$ cat src/rtl/midpoint_circle_span_generator_assert.svh
// ----------------------------------------------------------------------------
// Assertion macros for the circle span generator
// Shared wrappers for the concurrent checks in the RTL modules.
// ----------------------------------------------------------------------------
`ifndef MIDPOINT_CIRCLE_SPAN_GENERATOR_ASSERT_SVH
`define MIDPOINT_CIRCLE_SPAN_GENERATOR_ASSERT_SVH

// The consequent must hold in the same cycle as the antecedent.
`define MCSG_ASSERT_SAME(lbl, clk, rst_n, ante, cons, msg) \
    lbl: assert property (@(posedge clk) disable iff (!rst_n) (ante) |-> (cons)) \
        else $error(msg);

// The consequent must hold in the cycle after the antecedent.
`define MCSG_ASSERT_NEXT(lbl, clk, rst_n, ante, cons, msg) \
    lbl: assert property (@(posedge clk) disable iff (!rst_n) (ante) |=> (cons)) \
        else $error(msg);

`endif

$ cat src/rtl/mcsg_pkg.sv
// ----------------------------------------------------------------------------
// mcsg_pkg
// Types and fixed widths shared by the circle span generator modules.
// ----------------------------------------------------------------------------
package mcsg_pkg;

    localparam int CIN_W      = 11;  // center coordinate width
    localparam int RAD_W      = 6;   // radius width
    localparam int OUT_W      = 13;  // span coordinate width
    localparam int X_W        = 7;   // x offset width
    localparam int Y_W        = 8;   // y offset width, signed
    localparam int D_W        = 12;  // decision value width, signed
    localparam int CNT_W      = 6;   // span sets emitted so far
    localparam int RESULT_CAP = 48;

    typedef enum logic {
        ST_IDLE,
        ST_WALK
    } t_state;

    typedef struct packed {
        logic load;  // latch a new request and start the walk
        logic emit;  // register the current point and advance the walk
    } t_cmd;

    typedef struct packed {
        logic out_free;   // the output register can take a word this cycle
        logic step_last;  // the current point is the final one of the circle
    } t_sts;

endpackage

$ cat src/rtl/mcsg_ctrl.sv
// ----------------------------------------------------------------------------
// mcsg_ctrl
// Sequencer for the circle walk: takes a request, then steps the datapath
// once for every span set that the output register can accept.
// ----------------------------------------------------------------------------
`include "midpoint_circle_span_generator_assert.svh"

module mcsg_ctrl (
    input  logic            i_clk,
    input  logic            i_rst_n,
    input  logic            i_in_valid,
    output logic            o_in_ready,
    input  mcsg_pkg::t_sts  i_sts,
    output mcsg_pkg::t_cmd  o_cmd
);

    mcsg_pkg::t_state r_state;
    mcsg_pkg::t_state n_state;

    always_ff @(posedge i_clk) begin
        if (!i_rst_n) begin
            r_state <= mcsg_pkg::ST_IDLE;
        end else begin
            r_state <= n_state;
        end
    end

    always_comb begin
        n_state    = r_state;
        o_in_ready = 1'b0;
        o_cmd      = '0;
        unique case (r_state)
            mcsg_pkg::ST_IDLE: begin
                o_in_ready = 1'b1;
                if (i_in_valid) begin
                    o_cmd.load = 1'b1;
                    n_state    = mcsg_pkg::ST_WALK;
                end
            end
            mcsg_pkg::ST_WALK: begin
                if (i_sts.out_free) begin
                    o_cmd.emit = 1'b1;
                    if (i_sts.step_last) begin
                        n_state = mcsg_pkg::ST_IDLE;
                    end
                end
            end
            default: begin
                n_state = mcsg_pkg::ST_IDLE;
            end
        endcase
    end

    `MCSG_ASSERT_SAME(a_emit_needs_room, i_clk, i_rst_n, o_cmd.emit, i_sts.out_free, "span set emitted into a full output register")
    `MCSG_ASSERT_NEXT(a_last_ends_walk, i_clk, i_rst_n, o_cmd.emit && i_sts.step_last, r_state == mcsg_pkg::ST_IDLE, "walk continued past the final span set")
    `MCSG_ASSERT_SAME(a_load_only_idle, i_clk, i_rst_n, o_cmd.load, !o_cmd.emit && r_state == mcsg_pkg::ST_IDLE, "request loaded while a walk is running")

endmodule

$ cat src/rtl/mcsg_datapath.sv
// ----------------------------------------------------------------------------
// mcsg_datapath
// Midpoint walk registers, span arithmetic and the output register.
// ----------------------------------------------------------------------------
`include "midpoint_circle_span_generator_assert.svh"

module mcsg_datapath #(
    parameter int MAX_RADIUS = 63,
    parameter int COORD_BITS = 11
) (
    input  logic                                  i_clk,
    input  logic                                  i_rst_n,
    input  mcsg_pkg::t_cmd                        i_cmd,
    output mcsg_pkg::t_sts                        o_sts,
    input  logic        [mcsg_pkg::CIN_W-1:0]     i_center_x,
    input  logic        [mcsg_pkg::CIN_W-1:0]     i_center_y,
    input  logic        [mcsg_pkg::RAD_W-1:0]     i_radius,
    output logic                                  o_out_valid,
    input  logic                                  i_out_ready,
    output logic signed [mcsg_pkg::OUT_W-1:0]     o_row_near_up,
    output logic signed [mcsg_pkg::OUT_W-1:0]     o_row_near_down,
    output logic signed [mcsg_pkg::OUT_W-1:0]     o_near_left,
    output logic signed [mcsg_pkg::OUT_W-1:0]     o_near_right,
    output logic signed [mcsg_pkg::OUT_W-1:0]     o_row_far_up,
    output logic signed [mcsg_pkg::OUT_W-1:0]     o_row_far_down,
    output logic signed [mcsg_pkg::OUT_W-1:0]     o_far_left,
    output logic signed [mcsg_pkg::OUT_W-1:0]     o_far_right,
    output logic                                  o_last_span_set
);

    localparam int MASK_I = (COORD_BITS >= mcsg_pkg::CIN_W) ?
                            ((1 << mcsg_pkg::CIN_W) - 1) : ((1 << COORD_BITS) - 1);
    localparam logic [mcsg_pkg::CIN_W-1:0] COORD_MASK = mcsg_pkg::CIN_W'(MASK_I);
    localparam int RAD_MAX_I = (1 << mcsg_pkg::RAD_W) - 1;
    localparam logic [mcsg_pkg::RAD_W-1:0] RAD_CAP =
        mcsg_pkg::RAD_W'((MAX_RADIUS < RAD_MAX_I) ? MAX_RADIUS : RAD_MAX_I);
    localparam logic [mcsg_pkg::CNT_W-1:0] CNT_LAST = mcsg_pkg::CNT_W'(mcsg_pkg::RESULT_CAP - 1);

    logic        [mcsg_pkg::X_W-1:0]   r_x;
    logic signed [mcsg_pkg::Y_W-1:0]   r_y;
    logic signed [mcsg_pkg::D_W-1:0]   r_d;
    logic        [mcsg_pkg::CIN_W-1:0] r_cx;
    logic        [mcsg_pkg::CIN_W-1:0] r_cy;
    logic        [mcsg_pkg::CNT_W-1:0] r_cnt;
    logic                              r_out_valid;

    logic        [mcsg_pkg::X_W-1:0]   n_x;
    logic signed [mcsg_pkg::Y_W-1:0]   n_y;
    logic signed [mcsg_pkg::D_W-1:0]   n_d;

    logic        [mcsg_pkg::RAD_W-1:0] rad_sat;
    logic signed [mcsg_pkg::D_W-1:0]   x1_d;
    logic signed [mcsg_pkg::D_W-1:0]   y1_d;
    logic signed [mcsg_pkg::OUT_W-1:0] cx_e;
    logic signed [mcsg_pkg::OUT_W-1:0] cy_e;
    logic signed [mcsg_pkg::OUT_W-1:0] x_e;
    logic signed [mcsg_pkg::OUT_W-1:0] y_e;
    logic                              y_below_x;

    assign rad_sat = (i_radius > RAD_CAP) ? RAD_CAP : i_radius;

    // One midpoint step: x always advances, y drops when the decision is positive.
    always_comb begin
        n_x  = r_x + mcsg_pkg::X_W'(1);
        x1_d = signed'(mcsg_pkg::D_W'(n_x));
        if (r_d > 0) begin
            n_y  = r_y - mcsg_pkg::Y_W'(1);
            y1_d = mcsg_pkg::D_W'(n_y);
            n_d  = r_d + ((x1_d - y1_d) <<< 2) + mcsg_pkg::D_W'(10);
        end else begin
            n_y  = r_y;
            y1_d = mcsg_pkg::D_W'(r_y);
            n_d  = r_d + (x1_d <<< 2) + mcsg_pkg::D_W'(6);
        end
    end

    assign cx_e = signed'(mcsg_pkg::OUT_W'(r_cx));
    assign cy_e = signed'(mcsg_pkg::OUT_W'(r_cy));
    assign x_e  = signed'(mcsg_pkg::OUT_W'(r_x));
    assign y_e  = mcsg_pkg::OUT_W'(r_y);

    assign y_below_x = (mcsg_pkg::D_W'(r_y) < signed'(mcsg_pkg::D_W'(r_x)));

    assign o_sts.out_free  = !r_out_valid || i_out_ready;
    assign o_sts.step_last = y_below_x || (r_cnt == CNT_LAST);

    always_ff @(posedge i_clk) begin
        if (!i_rst_n) begin
            r_cnt       <= '0;
            r_out_valid <= 1'b0;
        end else begin
            if (i_cmd.load) begin
                r_cnt <= '0;
            end else if (i_cmd.emit) begin
                r_cnt <= r_cnt + mcsg_pkg::CNT_W'(1);
            end
            if (i_cmd.emit) begin
                r_out_valid <= 1'b1;
            end else if (i_out_ready) begin
                r_out_valid <= 1'b0;
            end
        end
    end

    always_ff @(posedge i_clk) begin
        if (i_cmd.load) begin
            r_cx <= i_center_x & COORD_MASK;
            r_cy <= i_center_y & COORD_MASK;
            r_x  <= '0;
            r_y  <= signed'(mcsg_pkg::Y_W'(rad_sat));
            r_d  <= mcsg_pkg::D_W'(3) - (signed'(mcsg_pkg::D_W'(rad_sat)) <<< 1);
        end else if (i_cmd.emit) begin
            r_x <= n_x;
            r_y <= n_y;
            r_d <= n_d;
        end
    end

    // The output word is captured from the point before it is advanced.
    always_ff @(posedge i_clk) begin
        if (i_cmd.emit) begin
            o_row_near_up   <= cy_e + y_e;
            o_row_near_down <= cy_e - y_e;
            o_near_left     <= cx_e - x_e;
            o_near_right    <= cx_e + x_e;
            o_row_far_up    <= cy_e + x_e;
            o_row_far_down  <= cy_e - x_e;
            o_far_left      <= cx_e - y_e;
            o_far_right     <= cx_e + y_e;
            o_last_span_set <= o_sts.step_last;
        end
    end

    assign o_out_valid = r_out_valid;

    `MCSG_ASSERT_NEXT(a_x_advances, i_clk, i_rst_n, i_cmd.emit && !i_cmd.load, r_x == $past(r_x) + mcsg_pkg::X_W'(1), "x offset did not advance on a step")
    `MCSG_ASSERT_NEXT(a_word_posted, i_clk, i_rst_n, i_cmd.emit, r_out_valid, "emitted span set not shown at the output")
    `MCSG_ASSERT_SAME(a_cap_held, i_clk, i_rst_n, r_out_valid && o_last_span_set == 1'b0, r_cnt != '0, "non-final word pending with no span set counted")

endmodule

$ cat src/rtl/midpoint_circle_span_generator.sv
// ----------------------------------------------------------------------------
// midpoint_circle_span_generator
// Filled-circle span generator on the midpoint circle walk: one request in,
// one word of four horizontal spans out for each point of the walk.
// ----------------------------------------------------------------------------
//   Channel   Handshake                  Payload
//   request   i_in_valid / o_in_ready    i_center_x, i_center_y, i_radius
//   span set  o_out_valid / i_out_ready  o_row_*, o_near_*, o_far_*, o_last_span_set
//
// A request is taken while idle; then the walk emits one span set per cycle
// while the output register has room, about 0.71*r+2 sets for radius r, at
// most 48. The walk register loop (x, y, decision) sets the pace: one step
// per cycle unless the span set side stalls. The next request is accepted
// the cycle after the final set is registered; reset is synchronous, active low.
// ----------------------------------------------------------------------------
module midpoint_circle_span_generator #(
    parameter int MAX_RADIUS = 63,
    parameter int COORD_BITS = 11
) (
    input  logic                              i_clk,
    input  logic                              i_rst_n,
    input  logic                              i_in_valid,
    output logic                              o_in_ready,
    input  logic        [mcsg_pkg::CIN_W-1:0] i_center_x,
    input  logic        [mcsg_pkg::CIN_W-1:0] i_center_y,
    input  logic        [mcsg_pkg::RAD_W-1:0] i_radius,
    output logic                              o_out_valid,
    input  logic                              i_out_ready,
    output logic signed [mcsg_pkg::OUT_W-1:0] o_row_near_up,
    output logic signed [mcsg_pkg::OUT_W-1:0] o_row_near_down,
    output logic signed [mcsg_pkg::OUT_W-1:0] o_near_left,
    output logic signed [mcsg_pkg::OUT_W-1:0] o_near_right,
    output logic signed [mcsg_pkg::OUT_W-1:0] o_row_far_up,
    output logic signed [mcsg_pkg::OUT_W-1:0] o_row_far_down,
    output logic signed [mcsg_pkg::OUT_W-1:0] o_far_left,
    output logic signed [mcsg_pkg::OUT_W-1:0] o_far_right,
    output logic                              o_last_span_set
);

    mcsg_pkg::t_cmd cmd;
    mcsg_pkg::t_sts sts;

    mcsg_ctrl u_ctrl (
        .i_clk      (i_clk),
        .i_rst_n    (i_rst_n),
        .i_in_valid (i_in_valid),
        .o_in_ready (o_in_ready),
        .i_sts      (sts),
        .o_cmd      (cmd)
    );

    mcsg_datapath #(
        .MAX_RADIUS (MAX_RADIUS),
        .COORD_BITS (COORD_BITS)
    ) u_datapath (
        .i_clk           (i_clk),
        .i_rst_n         (i_rst_n),
        .i_cmd           (cmd),
        .o_sts           (sts),
        .i_center_x      (i_center_x),
        .i_center_y      (i_center_y),
        .i_radius        (i_radius),
        .o_out_valid     (o_out_valid),
        .i_out_ready     (i_out_ready),
        .o_row_near_up   (o_row_near_up),
        .o_row_near_down (o_row_near_down),
        .o_near_left     (o_near_left),
        .o_near_right    (o_near_right),
        .o_row_far_up    (o_row_far_up),
        .o_row_far_down  (o_row_far_down),
        .o_far_left      (o_far_left),
        .o_far_right     (o_far_right),
        .o_last_span_set (o_last_span_set)
    );

endmodule
$ cat config.mk
export PLATFORM = sky130hd
export DESIGN_NAME = midpoint_circle_span_generator
export DESIGN_NICKNAME = d
export VERILOG_FILES = /design/src/rtl/mcsg_pkg.sv /design/src/rtl/mcsg_ctrl.sv /design/src/rtl/mcsg_datapath.sv /design/src/rtl/midpoint_circle_span_generator.sv
export VERILOG_INCLUDE_DIRS = /design/src /design/src/rtl
export SDC_FILE = /design/constraint.sdc
export NUM_CORES = 1
export LEC_CHECK = 0
export BUFFER_PORTS_ARGS = -buffer_cell sky130_fd_sc_hd__buf_2
export CORE_ASPECT_RATIO = 0.9
export CORE_MARGIN = 1.5
export CORE_UTILIZATION = 45
export CTS_BUF_LIST = sky130_fd_sc_hd__clkbuf_2
export DETAILED_ROUTE_END_ITERATION = 7
export PLACE_DENSITY = 0.65
export SETUP_SLACK_MARGIN = 0.4
export SYNTH_ARGS = -nofsm -noshare
export SYNTH_HDL_FRONTEND = slang
export SYNTH_SLANG_ARGS = --single-unit
$ cat constraint.sdc
create_clock -name i_clk -period 12.1 [get_ports i_clk]
set_input_delay 1.21 -clock i_clk [delete_from_list [all_inputs] [get_ports i_clk]]
set_output_delay 1.21 -clock i_clk [all_outputs]
set_load 0.1 [all_outputs]
# [Word-level counts from Yosys, hierarchy flattened]
# Index checks and enable logic that the tools add are counted.
[op_classes] addsub=17 n_mul=0 div_mod_pow=0 order_cmp=3 eq_ne=1 shift=0 n_mux=17 bitwise=2 n_reduce_logical=9
[op_table] op="two-way mux 12 bit" count=3
[op_table] op="adder 12 x 8 -> 13 bit" count=2
[op_table] op="subtractor 12 x 8 -> 13 bit" count=2
[op_table] op="adder 11 x 7 -> 12 bit" count=2
[op_table] op="two-way mux 6 bit" count=4
[op_table] op="subtractor 11 x 7 -> 12 bit" count=2
[op_table] op="adder 12 x 10 -> 12 bit" count=1
[op_table] op="adder 12 x 11 -> 12 bit" count=1
[op_table] op="adder 12 x 4 -> 12 bit, second input constant" count=1
[op_table] op="adder 12 x 5 -> 12 bit, second input constant" count=1
[op_table] op="> comparator 12 x 1 -> 1 bit, second input constant" count=1
[op_table] op="two-way mux 1 bit" count=9
[op_table] op="subtractor 8 x 8 -> 9 bit" count=1
[op_table] op="less-than comparator 8 bit" count=1
[op_table] op="subtractor 2 x 7 -> 8 bit, first input constant" count=1
[op_table] op="subtractor 8 x 2 -> 8 bit, second input constant" count=1
[op_table] op="adder 7 x 1 -> 7 bit, second input constant" count=1
[op_table] op="adder 6 x 1 -> 6 bit, second input constant" count=1
[op_table] op="== test 6 bit, second input constant" count=1
[op_table] op="> comparator 6 bit, second input constant" count=1
[op_table] op="nonzero test 2 bit" count=3
[op_table] op="AND reduction 2 bit" count=2
[op_table] op="logical OR 1 bit" count=2
[op_table] op="inverter 1 bit" count=2
[op_table] op="3 further kinds" count=3
[totals] reg_bits=162 latch_bits=0 mem_bits_rw=0 rom_bits=0 in_bits=32 output_inout_bits=107 word_cells=67 mem_count=0

# [Logic depth before layout (Yosys ltp)]
# Gate-level depths: netlist (run 1).
[depth] word_depth=7 ltp_mapped=20

# [Hierarchy]
# From an unflattened synthesis (run 1), not the netlist that was laid out.
[unflattened] hier_cells=941 area_unflattened_um2=10084.7
[by_module_without_submodules] module="mcsg_datapath" n_inst=1 cells_each=935 area_per_inst_um2=10029.6
[by_module_without_submodules] module="mcsg_ctrl" n_inst=1 cells_each=6 area_per_inst_um2=55.1

# [Worst setup path after synthesis (run 1)]
# Ideal clock, no wire load.
[synth_path] path_type="input-to-reg" startpoint="input port i_out_ready" endpoint="register u_datapath.r_x[2] (netlist name)" arrival_time_ns=4.970 required_time_ns=11.939 setup_slack_ns=6.968 stages=7 n_path_buf=1 cell_sequence="nand2b_1 -> nand2_1 -> inv_1 -> clkbuf_1 -> nand2_1 -> xnor2_1 -> nor2_1"
[synth_rtl] item="start: declaration" line="midpoint_circle_span_generator.sv:28" rtl="input logic i_out_ready,"
[synth_rtl] item="end signal: assignment" line="mcsg_datapath.sv:113" rtl="r_x <= n_x;"
[synth_rtl] item="end: declaration" line="mcsg_datapath.sv:39" rtl="logic [mcsg_pkg::X_W-1:0] r_x;"

# [Worst setup path after layout (run 1)]
[layout_path] startpoint="register u_datapath.r_y[1] (netlist name)" endpoint="register u_datapath.r_d[11] (netlist name), data pin"
[layout_between] elab_chain_len=7
[layout_rtl] item="start: declaration" line="mcsg_datapath.sv:40" rtl="logic signed [mcsg_pkg::Y_W-1:0] r_y;"
[layout_rtl] item="start signal: assignment" line="mcsg_datapath.sv:110" rtl="r_y <= signed'(mcsg_pkg::Y_W'(rad_sat));"
[layout_rtl] item="start signal: assignment" line="mcsg_datapath.sv:114" rtl="r_y <= n_y;"
[layout_rtl] item="subtractor 8 x 2 -> 8 bit" line="mcsg_datapath.sv:67" rtl="n_y = r_y - mcsg_pkg::Y_W'(1);"
[layout_rtl] item="subtractor 8 x 8 -> 9 bit" line="mcsg_datapath.sv:69" rtl="n_d = r_d + ((x1_d - y1_d) <<< 2) + mcsg_pkg::D_W'(10);"
[layout_rtl] item="adder 12 x 11 -> 12 bit" line="mcsg_datapath.sv:69"
[layout_rtl] item="adder 12 x 5 -> 12 bit" line="mcsg_datapath.sv:69"
[layout_rtl] item="two-way mux 12 bit" line="mcsg_datapath.sv:66" rtl="if (r_d > 0) begin"
[layout_rtl] item="two-way mux 12 bit" line="mcsg_datapath.sv:112" rtl="end else if (i_cmd.emit) begin"
[layout_rtl] item="two-way mux 12 bit" line="mcsg_datapath.sv:106" rtl="if (i_cmd.load) begin"
[layout_rtl] item="end signal: assignment" line="mcsg_datapath.sv:111" rtl="r_d <= mcsg_pkg::D_W'(3) - (signed'(mcsg_pkg::D_W'(rad_sat)) <<< 1);"
[layout_rtl] item="end signal: assignment" line="mcsg_datapath.sv:115" rtl="r_d <= n_d;"
[layout_rtl] item="end: declaration" line="mcsg_datapath.sv:41" rtl="logic signed [mcsg_pkg::D_W-1:0] r_d;"
# Every way passes these cells. The select of a mux whose other input is x is not followed.
# A chain may end at the register's enable or synchronous reset.

==> run summary, run 1 <==
Run status: complete, no violations
Critical path buffers and inverters: 3
Hold-fix buffers, CTS: 0
Layout cell share with drive strength beyond 1: 16.7%
Row count: 51
Pwr/cell area: 212 nW/µm²
Gr usage total: 19.4%
Tcrit/Tclk final: 40.7%
Syn Area/Cell: 10.6 µm²
First-pass detailed-route iteration total: 5
Worst setup SP type: flip-flop
CP endpoint kind: flip-flop
Number of flops mapped to enable cells by yosys: 136
Number of DRC markers in iteration 0: 539
Lkg Pwr: 4.74 nW
Seq cells post-synth: 153
Fill cells: 1,983
ANT nets after route: 0
Delay-heaviest family, CP: adder cells
Worst-path clk slew: 0.23 ns
Initial Util: 46.1%
CTS tree: yes
Clock latency on the worst-skew pair: 0.73 ns
Hpwl dp: 16,600 µm
RSZ-0062 raised after global routing: false
Arrival time at the worst endpoint: 5.44 ns
Slowest-stage cell, CP: edfxtp_1
Setup Viol. Count Final: 0
Top cell type's share of synthesized area: 40.9%
Syn Std Cell Area: 10000 µm²
Vias per cell: 5.12
Pin count of the biggest net entering global routing: 91
Placer Congestion: 0.830
First-pass GRT wire length: 34,800 µm
Cell with the most instances after synthesis: edfxtp_1
Achievable clock frequency: 203 MHz
HP Start: u_datapath.r_cnt[1]
Least-Margin Pin Slew: 1.13 ns
Total negative slack: 0 ns
Clk buf depth: 2
H-tree depth: 4
Worst-case vdd ir drop: 0.118 mV
Placeable Area: 21,700 µm²
Pre-CTS worst setup slack: 7.18 ns
Max Cap Viol: 0
Die width: 160 µm
Die Y-Extent: 144 µm
Fin. max-slew vios: 0
Drt wl/cell: 15.6 µm
Crit Path Category: reg2reg
Worst Hold Class: reg2reg
Synth top area cells: edfxtp_1, ha_1, xnor2_1
Minimum clock period: 4.93 ns
Net count, final: 1,237
RR Startpoint: u_datapath.r_y[1]
Final global-route overflow total: 0
Max incr delay on CP: 0.62 ns
Prevailing post-synth register cell: edfxtp_1
Fin worst setup slack: 7.17 ns
Number of gates resized after CTS: 0
Clock buffer count from CTS: 17
Clk sinks: 153
Max FO, Critical Path: 8
DIE AREA: 23,100 µm²
Unique masters post-synth: 59
Ys async rst share: 0%
Crit. Startpoint: u_datapath.r_y[1]
Vias in the first global route: 6,760
WL final: 21,500 µm
Io pins: 139
Via count: 7,042
Post-route DRC: 0
Post-synthesis sequential area ratio: 44.3%
Postcts setup bufs: 0
Cell count after synthesis: 941
Slew margin rel.: 24.9%
Synth cell count leaders: edfxtp_1, ha_1, inv_1
Initial antenna violation count: 1
I/O Buffers: 136
Crit-path cells: inv_1 -> ha_1 -> inv_1 -> fa_1 -> inv_1 -> a21oi_1 -> maj3_2 -> maj3_2 -> a21oi_1 -> xor2_1 -> ha_1 -> ha_1 -> o21a_1 -> nor2_1 -> a21oi_2 -> a31oi_4 -> nand4_1 -> o311ai_1 -> a21oi_1 -> a211o_1
Clock root cell: clkbuf_2
Final hold viol count: 0
Warnings from Yosys: 0
Area growth syn-to-layout: 12.5%
Layout Skew: 0.0347 ns
Required time at the worst-slack endpoint: 12.61 ns
Post-synth top area cell: edfxtp_1
-- worst register-to-register path: stages (launching register included) --
cell	delay, ns
edfxtp_1	0.62
inv_1	0.24
ha_1	0.37
inv_1	0.06
fa_1	0.43
inv_1	0.07
a21oi_1	0.07
maj3_2	0.34
maj3_2	0.34
a21oi_1	0.17
xor2_1	0.18
ha_1	0.25
ha_1	0.33
o21a_1	0.12
nor2_1	0.12
a21oi_2	0.07
a31oi_4	0.28
nand4_1	0.13
o311ai_1	0.12
a21oi_1	0.08
a211o_1	0.31
-- state kept, by name (all words and copies together) (netlist names), 12 cells and up --
name and flops:
u_datapath.o_far_right 13, u_datapath.o_row_far_up 12, u_datapath.o_far_left 12, u_datapath.o_row_near_down 13, u_datapath.o_near_right 12, u_datapath.o_row_near_up 12
-- final timing paths --
| check | slack [ns] | end | depth (start not counted) |
|---|---|---|---|
| min reg2reg | 0.53 | u_datapath.r_cnt[1] | 2 |
| max | 7.17 | u_datapath.r_d[11] | 20 |
| max reg2reg | 7.17 | u_datapath.r_d[11] | 20 |
| min | 0.53 | u_datapath.r_cnt[1] | 2 |
-- stage by stage --
step | power, W | hold slack [ns] | utilization [%] | std cells | cell area [µm²]
6_report | 0.00238 | 0.529 | 51.8 | 1376 | 11200
5_1_grt | 0.00257 | 0.507 | 51.8 | 1376 | 11200
4_1_cts | 0.00241 | 0.542 | 51.8 | 1375 | 11200
3_5_place_dp | 0.00204 | 0.504 | 50.4 | 1343 | 10900
3_3_place_gp | 0.00202 | 0.480 | 50.4 | 1343 | 10900
2_1_floorplan | 0.00181 | 0.467 | - | 942 | 10000
-- final cells by class --
cell class	instances	area [µm²]	share of cell area, %
Multi-Input combinational cell	661	5070	45.0
Sequential cell	153	4420	39.3
Timing Repair Buffer	139	703	6.25
Inverter	99	374	3.33
Tap cell	291	364	3.24
Clock inverter	15	228	2.02
Clock buffer	17	85.1	0.756
Antenna cell	1	2.50	0.0222
-- placed cells by master, fill, tap and decap left out, drive strengths merged, types with 25 or more instances in the layout --
master  Yosys  layout
xnor2      77      77
xor2       25      25
nand2      40      40
ha        123     123
buf         8     139
inv        98     106
o21ai      45      45
nor2       64      64
edfxtp    136     136
a21oi      78      78
-- metal layers --
metal / GRT usage, % / vias up / part of all wire, %
met2: 31.7 / 184 / 46
met1: 26.4 / 3281 / 48
li1: - / 3559 / -
met3: 4.04 / 18 / 5.2
met5: 0 / - / 0
met4: 5.07 / 0 / 1.5
-- cell families (layout without fill, tap and decap cells) --
kind of cell,count (synthesis),in the layout,synth area share (%)
and+or+nand+nor,217,217,10.8
AOI/OAI and AO/OA,198,198,12.3
DFF,153,153,44.3
adders and majority gates,138,138,18.0
buffers and inverters,128,270,5.11
xor gates and xnor gates,102,102,9.01
muxes,4,4,0.401
other,1,3,0.0375
-- power breakdown --
group	total, W	internal (W)	switching (W)
Combinational	0.00128	0.000434	0.000845
Clock	0.000353	0.000146	0.000207
Sequential	0.000753	0.000691	0.0000612
Total	0.00238	0.00127	0.00111
(Power assumes the default switching activity.)
==> run 2, diff against run 1 <==
clock period = 4.6 ns   (was 12.1 ns; I/O delays follow)
==> run summary, run 2 (same netlist as run 1, synthesis figures left out) <==
Initial antenna violation count: 1
Net count, final: 1,282
Clock root cell: clkbuf_2
Area growth syn-to-layout: 17.5%
Cell count after placement: 1,352
Power Total: 0.00648 W
Most frequent cells in the layout: buf_2, edfxtp_1, ha_1
Required time at the worst-slack endpoint: 5.15 ns
Clock latency on the worst-skew pair: 0.78 ns
Finished Layout Cells: 1,421
Clk sinks: 153
Pin count of the biggest net entering global routing: 39
Initial Util: 46.1%
Minimum clock period: 4.22 ns
Placer Congestion: 0.842
Via count: 7,173
Placeable Area: 21,700 µm²
Post-route DRC: 0
Vias in the first global route: 6,977
CTS tree: yes
Endpoint, Worst Hold: u_datapath.r_d[2]
Hold path depth: 3
Layout Skew: 0.0512 ns
Crit-path cells: inv_4 -> ha_4 -> inv_2 -> fa_2 -> inv_2 -> a21oi_2 -> maj3_2 -> maj3_2 -> buf_4 -> a21oi_2 -> and2b_2 -> ha_4 -> ha_4 -> a21o_1 -> a31oi_4 -> mux2i_1 -> mux2i_1 -> a211o_1
Worst Hold Class: in2reg
Max incr delay on CP: 0.44 ns
Max Cap Viol: 0
Worst R2R End: u_datapath.r_d[11]
Fill cells: 1,943
R2R Setup Slk: 0.38 ns
CP endpoint kind: flip-flop
Crit Path Category: reg2reg
WL final: 21,800 µm
Worst setup SP type: flip-flop
First-pass GRT wire length: 34,400 µm
Worst-path clk slew: 0.27 ns
Slew margin rel.: 36.3%
Final global-route overflow total: 0
Post-Route Utilization: 54.1%
Drt wl/cell: 15.3 µm
RSZ-0062 raised after global routing: true
Fin. max-slew vios: 0
Vias per cell: 5.05
Max FO, Critical Path: 5
Arrival time at the worst endpoint: 4.77 ns
I/O Buffers: 136
Worst-case vdd ir drop: 0.341 mV
Run status: complete, no violations
Number of DRC markers in iteration 0: 451
Tcrit/Tclk final: 91.8%
Final hold viol count: 0
Least-Margin Pin Slew: 0.945 ns
ANT nets after route: 0
HP Start: i_radius[1]
Slowest-stage cell, CP: edfxtp_1
Pre-CTS worst setup slack: 0.326 ns
Clk buf depth: 2
Crit path top cell by count: ha_4
Row count: 51
Achievable clock frequency: 237 MHz
Die width: 160 µm
Hpwl dp: 16,800 µm
DIE AREA: 23,100 µm²
Gr usage total: 19.2%
Pwr/cell area: 552 nW/µm²
H-tree depth: 4
Clock buffer count from CTS: 17
Setup Viol. Count Final: 0
Total negative slack: 0 ns
First-pass detailed-route iteration total: 5
Die Y-Extent: 144 µm
Fin worst setup slack: 0.378 ns
RR Startpoint: u_datapath.r_y[1]
Io pins: 139
R2R depth: 18
Lkg Pwr: 4.93 nW
Layout cell share with drive strength beyond 1: 19.5%
Largest regs: u_datapath.o_far_right (13), u_datapath.o_row_near_down (13)
[run 2: cell types whose count changed in the layout (fill, tap and decap cells not counted), sizes merged]
cell	change
bufinv	-1
dlygate4sd3	+27
buf	+18
inv	+1
[run 2: worst max path at each step]
stage	to	cells past startpoint	slack, ns	from
CTS	u_datapath.r_d[11]	20	0.38	u_datapath.r_y[1]
floorplan	u_datapath.r_d[11]	19	0.41	u_datapath.r_y[1]
global placement	u_datapath.r_d[11]	19	0.47	u_datapath.r_y[1]
global route	u_datapath.r_d[11]	17	0.21	u_datapath.r_y[1]
detailed placement	u_datapath.r_d[11]	17	0.33	u_datapath.r_y[1]
finish	u_datapath.r_d[11]	18	0.38	u_datapath.r_y[1]
[run 2: final cells by class]
class	instances	area, µm²	area share, %
Inverter	99	377	3.21
Antenna cell	1	2.50	0.0213
Multi-Input combinational cell	661	5180	44.1
Sequential cell	153	4430	37.7
Clock inverter	15	201	1.71
Timing Repair Buffer	184	1110	9.44
Tap cell	291	364	3.10
Clock buffer	17	85.1	0.724
[run 2: where the power goes]
part	switching, W	leakage [nW]	internal, W
Sequential	0.000133	1.43	0.00182
Combinational	0.00232	3.33	0.00132
Clock	0.000559	0.172	0.000330
[run 2: critical path: cells and delay by family, from the launching register on]
kind | cells | cell delay (ns)
AOI/OAI and AO/OA | 5 | 0.87
and+or+nand+nor | 1 | 0.25
DFF | 1 | 0.44
muxes | 2 | 0.33
adders and majority gates | 6 | 1.80
buffers and inverters | 4 | 0.30
[run 2: metal layers]
metal	vias to the layer above	track usage [%]	part of all wire, %
li1	3636	-	-
met1	3346	25.1	47
met2	171	32.7	46
met3	20	3.93	5.0
met4	0	5.07	1.3
met5	-	0	0
[run 2: through the flow]
stage | instance area, µm² | hold slack, ns
6_report | 11700 | 0.0698
2_1_floorplan | 10100 | 0.467
3_3_place_gp | 11100 | 0.482
3_5_place_dp | 11100 | 0.489
4_1_cts | 11700 | 0.0127
5_1_grt | 11700 | 0.0232
[run 2: timing repair]
item                       4_1_cts  5_1_grt
pin swaps                       12       14
buffers inserted                 4        5
resized for setup                7        4
hold buffers                    27        0
setup endpoints to repair        1        2
hold endpoints to repair        27        0
